File: config.mk
export PLATFORM = sky130hd
export DESIGN_NAME = stack_with_middle_and_half_reverse_core
export DESIGN_NICKNAME = d
export VERILOG_FILES = /design/src/hdl/swmhr_pkg.sv /design/src/hdl/swmhr_ram.sv /design/src/hdl/stack_with_middle_and_half_reverse_core.sv
export SDC_FILE = /design/constraint.sdc
export NUM_CORES = 1
export LEC_CHECK = 0
export BUFFER_PORTS_ARGS = -buffer_cell sky130_fd_sc_hd__buf_2
export CORE_MARGIN = 1
export CORE_UTILIZATION = 30
export DETAILED_ROUTE_END_ITERATION = 8
export HOLD_SLACK_MARGIN = 0.02
export PLACE_DENSITY = 0.57
export SYNTH_ARGS = -nofsm -noshare
export SYNTH_HDL_FRONTEND = slang
export SYNTH_SLANG_ARGS = --single-unit
File: constraint.sdc
create_clock -name clk -period 4.3 [get_ports clk]
set_clock_uncertainty 0.05 [all_clocks]
set_input_delay 0.43 -clock clk [delete_from_list [all_inputs] [get_ports clk]]
set_output_delay 0.43 -clock clk [all_outputs]
set_load 0.1 [all_outputs]
File: src/hdl/swmhr_pkg.sv
package swmhr_pkg;

  // stack geometry
  localparam int DEPTH  = 16;
  localparam int AW     = $clog2(DEPTH);
  localparam int CW     = $clog2(DEPTH + 1);
  localparam int DATA_W = 32;

  // command codes
  localparam logic [2:0] CMD_PUSH    = 3'd0;
  localparam logic [2:0] CMD_POP     = 3'd1;
  localparam logic [2:0] CMD_PEEK    = 3'd2;
  localparam logic [2:0] CMD_MIDDLE  = 3'd3;
  localparam logic [2:0] CMD_REVERSE = 3'd4;
  localparam logic [2:0] CMD_DUMP    = 3'd5;

  // status codes
  localparam logic [1:0] ST_OK    = 2'd0;
  localparam logic [1:0] ST_FULL  = 2'd1;
  localparam logic [1:0] ST_EMPTY = 2'd2;

endpackage

File: src/hdl/swmhr_ram.sv
// Simple dual-port RAM: one write port, one read port, registered read data.
module swmhr_ram #(
  parameter int WIDTH = 32,
  parameter int NUM   = 16,
  parameter int ADDR  = $clog2(NUM)
) (
  input  logic             clk,
  input  logic             we,
  input  logic [ADDR-1:0]  waddr,
  input  logic [WIDTH-1:0] wdata,
  input  logic [ADDR-1:0]  raddr,
  output logic [WIDTH-1:0] rdata
);

  logic [WIDTH-1:0] mem [NUM];

  always_ff @(posedge clk) begin
    if (we) begin
      mem[waddr] <= wdata;
    end
  end

  always_ff @(posedge clk) begin
    rdata <= mem[raddr];
  end

endmodule

File: src/hdl/stack_with_middle_and_half_reverse_core.sv
// Fixed-depth stack of signed 32-bit words, one command per request. A request
// is taken when start is high and busy is low; each result shows on status,
// data and last for exactly one cycle with strobe high, and the receiver
// cannot hold it off. Push, pop, peek and middle give one result each: the
// entry store is a single RAM with one read and one write port, and a read
// result appears the cycle after the request, while the next request may
// already be taken. Dump holds busy while it reads and streams count
// results on consecutive cycles, top entry first, last set on the bottom one.
// Reverse-bottom-half reports its status the cycle after the request, then
// holds busy while it swaps floor(floor(count/2)/2) pairs, each in order:
// read low, read high, write low, write high through the same RAM ports.
// Pop, peek, middle, reverse and dump on an empty stack return status empty;
// push on a full stack returns status full. Codes 6 and 7 are taken and ignored.
// No clearing pass after reset: only entries below count are ever read.
module stack_with_middle_and_half_reverse_core (
  input  logic               clk,
  input  logic               rst,
  input  logic               start,
  output logic               busy,
  input  logic [2:0]         cmd,
  input  logic signed [31:0] push_value,
  output logic               strobe,
  output logic [1:0]         status,
  output logic signed [31:0] data,
  output logic               last
);

  localparam int AW = swmhr_pkg::AW;
  localparam int CW = swmhr_pkg::CW;

  // sequencer states, one-hot
  typedef enum logic [5:0] {
    S_IDLE  = 6'b000001,
    S_DUMP  = 6'b000010,
    S_REV_A = 6'b000100,  // read low entry
    S_REV_B = 6'b001000,  // read high entry, low arrives
    S_REV_C = 6'b010000,  // high arrives, write it low
    S_REV_D = 6'b100000   // write saved low entry high
  } state_t;

  state_t state, state_next;

  logic [CW-1:0] count, count_next;
  logic [AW-1:0] ptr, ptr_next;      // dump read pointer
  logic [AW-1:0] ri, ri_next;        // reverse low index
  logic [AW-1:0] rj, rj_next;        // reverse high index
  logic [31:0]   tmp, tmp_next;      // saved low entry during a swap

  // read result goes out next cycle
  logic          rd_pend, rd_pend_next;
  logic          rd_last, rd_last_next;
  // result with no RAM data (push, reverse, empty, full)
  logic          imm_strobe, imm_strobe_next;
  logic [1:0]    imm_status, imm_status_next;

  // RAM ports
  logic          we;
  logic [AW-1:0] waddr;
  logic [31:0]   wdata;
  logic [AW-1:0] raddr;
  logic [31:0]   rdata;

  logic          accept;
  logic          empty;
  logic [CW-1:0] count_m1;
  logic [CW-1:0] mid;
  logic [CW-1:0] half;

  assign accept   = start && (state == S_IDLE);
  assign empty    = (count == '0);
  assign count_m1 = count - CW'(1);
  assign mid      = count_m1 >> 1;
  assign half     = count >> 1;

  swmhr_ram #(
    .WIDTH(swmhr_pkg::DATA_W),
    .NUM  (swmhr_pkg::DEPTH),
    .ADDR (AW)
  ) u_ram (
    .clk  (clk),
    .we   (we),
    .waddr(waddr),
    .wdata(wdata),
    .raddr(raddr),
    .rdata(rdata)
  );

  always_comb begin
    state_next      = state;
    count_next      = count;
    ptr_next        = ptr;
    ri_next         = ri;
    rj_next         = rj;
    tmp_next        = tmp;
    rd_pend_next    = 1'b0;
    rd_last_next    = 1'b0;
    imm_strobe_next = 1'b0;
    imm_status_next = swmhr_pkg::ST_OK;
    we              = 1'b0;
    waddr           = '0;
    wdata           = '0;
    raddr           = '0;

    case (state)
      S_IDLE: begin
        if (accept) begin
          case (cmd)
            swmhr_pkg::CMD_PUSH: begin
              imm_strobe_next = 1'b1;
              if (count == CW'(swmhr_pkg::DEPTH)) begin
                imm_status_next = swmhr_pkg::ST_FULL;
              end else begin
                we         = 1'b1;
                waddr      = count[AW-1:0];
                wdata      = push_value;
                count_next = count + CW'(1);
              end
            end
            swmhr_pkg::CMD_POP, swmhr_pkg::CMD_PEEK: begin
              if (empty) begin
                imm_strobe_next = 1'b1;
                imm_status_next = swmhr_pkg::ST_EMPTY;
              end else begin
                raddr        = count_m1[AW-1:0];
                rd_pend_next = 1'b1;
                rd_last_next = 1'b1;
                if (cmd == swmhr_pkg::CMD_POP) begin
                  count_next = count_m1;
                end
              end
            end
            swmhr_pkg::CMD_MIDDLE: begin
              if (empty) begin
                imm_strobe_next = 1'b1;
                imm_status_next = swmhr_pkg::ST_EMPTY;
              end else begin
                raddr        = mid[AW-1:0];
                rd_pend_next = 1'b1;
                rd_last_next = 1'b1;
              end
            end
            swmhr_pkg::CMD_REVERSE: begin
              imm_strobe_next = 1'b1;
              if (empty) begin
                imm_status_next = swmhr_pkg::ST_EMPTY;
              end else if (half >= CW'(2)) begin
                ri_next    = '0;
                rj_next    = half[AW-1:0] - AW'(1);
                state_next = S_REV_A;
              end
            end
            swmhr_pkg::CMD_DUMP: begin
              if (empty) begin
                imm_strobe_next = 1'b1;
                imm_status_next = swmhr_pkg::ST_EMPTY;
              end else begin
                // first read issued now, top of stack
                raddr        = count_m1[AW-1:0];
                rd_pend_next = 1'b1;
                rd_last_next = (count == CW'(1));
                if (count != CW'(1)) begin
                  ptr_next   = count_m1[AW-1:0] - AW'(1);
                  state_next = S_DUMP;
                end
              end
            end
            default: begin
              // unused codes: no result
            end
          endcase
        end
      end
      S_DUMP: begin
        raddr        = ptr;
        rd_pend_next = 1'b1;
        rd_last_next = (ptr == '0);
        if (ptr == '0) begin
          state_next = S_IDLE;
        end else begin
          ptr_next = ptr - AW'(1);
        end
      end
      S_REV_A: begin
        raddr      = ri;
        state_next = S_REV_B;
      end
      S_REV_B: begin
        raddr      = rj;
        tmp_next   = rdata;
        state_next = S_REV_C;
      end
      S_REV_C: begin
        we         = 1'b1;
        waddr      = ri;
        wdata      = rdata;
        state_next = S_REV_D;
      end
      S_REV_D: begin
        we    = 1'b1;
        waddr = rj;
        wdata = tmp;
        // another pair while the indices have not met
        if (({1'b0, ri} + (AW + 1)'(2)) < {1'b0, rj}) begin
          ri_next    = ri + AW'(1);
          rj_next    = rj - AW'(1);
          state_next = S_REV_A;
        end else begin
          state_next = S_IDLE;
        end
      end
      default: begin
        state_next = S_IDLE;
      end
    endcase
  end

  always_ff @(posedge clk) begin
    if (rst) begin
      state      <= S_IDLE;
      count      <= '0;
      rd_pend    <= 1'b0;
      imm_strobe <= 1'b0;
    end else begin
      state      <= state_next;
      count      <= count_next;
      rd_pend    <= rd_pend_next;
      imm_strobe <= imm_strobe_next;
    end
  end

  always_ff @(posedge clk) begin
    ptr        <= ptr_next;
    ri         <= ri_next;
    rj         <= rj_next;
    tmp        <= tmp_next;
    rd_last    <= rd_last_next;
    imm_status <= imm_status_next;
  end

  // read and immediate results never land in the same cycle
  assign busy   = (state != S_IDLE);
  assign strobe = rd_pend || imm_strobe;
  assign status = rd_pend ? swmhr_pkg::ST_OK : imm_status;
  assign data   = rd_pend ? rdata : '0;
  assign last   = rd_pend ? rd_last : 1'b1;

endmodule

==> flow_summary.toml <==
[route]
drtIter0Drc = 1498
routed_wl_mm = 63.70
antenna_left = 0
vias_per_cell = 5.208
dr.pass1.iters = 9
avgRoutedWirePerCell_um = 22.30
vias = 14880
drc = 10

[yosys]
synth.top_cell.area_share_pct = 67.88
synthFlopType = "edfxtp_1"
synth.distinct_cells = 67
synth_area_leader_cell = "edfxtp_1"
yosysWarnings = 0
synth_edf_count = 556
ys_top_cells_by_area = "edfxtp_1 (68%), dfxtp_1 (3.9%), a221oi_1 (2.7%)"
synth-seq-area-share_pct = 71.78
synth.avg_cell_area_um2 = 14.77
ys_ff_latch = 604
synthArstFlopShare_pct = 0
synth_cells = 1665
syn_nets = 1714
netlist_area_um2 = 24600

[placement]
dp.cells = 2740
gp_congestion = 0.8337
port_buffers = 74
place_hpwl_mm = 36.96
pre_cts_ws_ns = 0.7541

[clocking]
cts_tree = "built"
cts-htree-levels = 2
cts_buffer_depth = 3
clkTransAtPathRegs_ns = 0.07
cts_sinks = 604
clock_latency_ns = 0.62
hold_buffers = 0
cts_made_buffers = 61
ctsResizeCount = 0
postCtsSetupRepairBufs = 0
root_buffer = "clkbuf_16"

[worst_hold_path]
hold_class = "in -> reg"
worstHoldPathCells = 2

[worst_setup_path]
required_ns = 4.50
crit_path_end_kind = "register"
path_class = "reg -> reg"
critPathMaxFanout = 22
rr_worst_depth = 9
start_kind = "register"
worstPathArrival_ns = 3.82

[final_layout]
diodes = 0
fillCellCount = 7678
nNetsFinal = 1792
multi_input_area_um2 = 6294
fin_util_pct = 35.25
regArea_um2 = 17660
drive_gt1_share_pct = 16.82
final_cell_count_no_fill = 2856
area_growth_pct = 15.79

[global_routing]
grt_pass1_wl_mm = 94.51
antenna_found_initial = 2
overflow = 0
grt_max_degree = 81
grt_use_total_pct = 15.10
grt_pass1_vias = 14640

[timing]
finalSetupViolations = 0
whs_ns = 0.1021
fin_ws_ns = 0.6815
tightest_slew_ns = 1.130
slew_headroom_pct = 23.99
layout_min_cycle_time_ns = 3.619
finalMaxSlewViolations = 0
rsz0062_at_grt = "false"
final-hold-violation-count = 0
fmax_mhz = 276.4
fin_crit_sh_pct = 84.15
finalSetupTns_ns = 0

[status]
status = "complete, but fails checks"
violations = "DRC"

[die]
core_area_um2 = 80810
rows = 104
dieArea_um2 = 83140
initial_core_util_pct = 30.44
die_w_um = 288.3
ios = 75
die_h_um = 288.3

[power]
p_per_area_nw_per_um2 = 434.2
irDropWorstVdd_mv = 0.3238
p_leak_nw = 8.812

[job]
max_cap_viol_count = 0
-- layout by cell type, fill, tap and decap left out, types with 8 or more instances in the layout --
cell type   instances
inv_1              47
a21boi_0           23
o311ai_1           16
clkinv_1            9
clkinv_2           14
clkinvlp_4          8
buf_2              74
o21ai_0            11
buf_4              59
xnor2_1            11
dfxtp_1            47
edfxtp_1          556
and2_1             35
and3_1            103
clkbuf_16          63
or3_1              23
mux2i_1            64
nand2_1           111
a221oi_1           76
a21oi_1           106
a211oi_1           73
or4_1              10
a222oi_1           32
o32ai_1            23
nor2_4             17
nor2_1             29
buf_12             11
a211oi_2           17
ha_1               11
clkbuf_1           11
-- cell usage after synthesis, types with 5 or more instances --
| cell | n |
|---|---|
| nor3_1 | 7 |
| clkbuf_1 | 77 |
| buf_4 | 8 |
| a21boi_0 | 23 |
| inv_1 | 47 |
| a21oi_1 | 107 |
| and2_1 | 36 |
| ha_1 | 11 |
| buf_1 | 9 |
| o32ai_1 | 23 |
| xnor2_1 | 11 |
| or4_1 | 10 |
| edfxtp_1 | 556 |
| nor2b_1 | 5 |
| or3_1 | 23 |
| nand2_1 | 111 |
| nand2b_1 | 5 |
| a211oi_1 | 73 |
| buf_2 | 23 |
| xor2_1 | 7 |
| buf_6 | 12 |
| mux2i_1 | 64 |
| or2_2 | 5 |
| o21ai_0 | 11 |
| a222oi_1 | 32 |
| dfxtp_1 | 48 |
| o311ai_1 | 16 |
| o311ai_0 | 7 |
| and3_1 | 103 |
| nand3_1 | 7 |
| a211oi_2 | 17 |
| nor2_1 | 45 |
| a221oi_1 | 76 |
-- per-stage QoR --
stage                     instance area, um^2  power, W
final                                   28480   0.01237
after global routing                    28480   0.01274
after CTS                               28480   0.01248
after detailed placement                26490  0.007250
after global placement                  26490  0.007240
after floorplan                         24600  0.007035
-- report_power, final --
| group | internal, W | leakage (nW) | switching, W |
|---|---|---|---|
| Clock | 0.00302 | 0.964 | 0.00222 |
| Sequential | 0.00643 | 4.95 | 0.0000598 |
| Combinational | 0.000207 | 2.89 | 0.000436 |
-- flip-flops by register name, indices dropped and copies added, names as in the netlist --
| name | flops |
|---|---|
| count | 5 |
| imm_status | 2 |
| imm_strobe | 1 |
| ptr | 4 |
| rd_last | 1 |
| rd_pend | 1 |
| ri | 4 |
| rj | 4 |
| state | 6 |
| tmp | 32 |
| u_ram.mem | 512 |
| u_ram.rdata | 32 |
-- cell families (layout without fill, tap and decap cells) --
family          Yosys count  count (layout)  synth area share [%]
compound gates          405             405                 12.59
flops                   604             604                 71.78
fa+ha+maj                11              11                0.5595
xor+xnor                 18              18                0.6409
buf+inv                 176             307                 3.291
mux                      65              65                 2.650
simple gates            386             386                 8.485
-- worst max-delay path, stage by stage, from the launching register on --
cell and delay [ns]:
dfxtp_1 0.45, nor4b_2 0.43, nand3_2 0.11, buf_4 0.19, and2b_1 0.26, and2_2 0.42
a221oi_1 0.26, or2_2 0.46, nor2_4 0.14, buf_4 0.44
-- final cells by class --
type,instances,share of cell area [%]
clock inverters,36,1.028
flip-flops and latches,604,62.00
repair buffers,144,3.629
clock buffers,80,5.970
well taps,1060,4.657
inverters,47,0.6194
multi-input cells,885,22.10
-- per-layer routing --
| layer | up-vias | part of all wire [%] | global-route usage [%] |
|---|---|---|---|
| li1 | 6748 | - | - |
| met1 | 7518 | 46 | 21.61 |
| met2 | 526 | 45 | 23.27 |
| met3 | 83 | 6.5 | 2.520 |
| met4 | 0 | 2.1 | 4.828 |
| met5 | - | 0 | 0 |
-- worst paths after layout --
kind	start	to	slack, ns
min reg2reg	u_ram.rdata[9]$_DFF_P_	tmp[9]$_DFFE_PN_	0.41
max	state[0]$_SDFFE_PP1P_	u_ram.mem[7][4]$_DFFE_PP_	0.68
max reg2reg	state[0]$_SDFFE_PP1P_	u_ram.mem[7][4]$_DFFE_PP_	0.68
min	rst	count[3]$_SDFFE_PP0P_	0.10
Power figures use the tool's default switching activity.
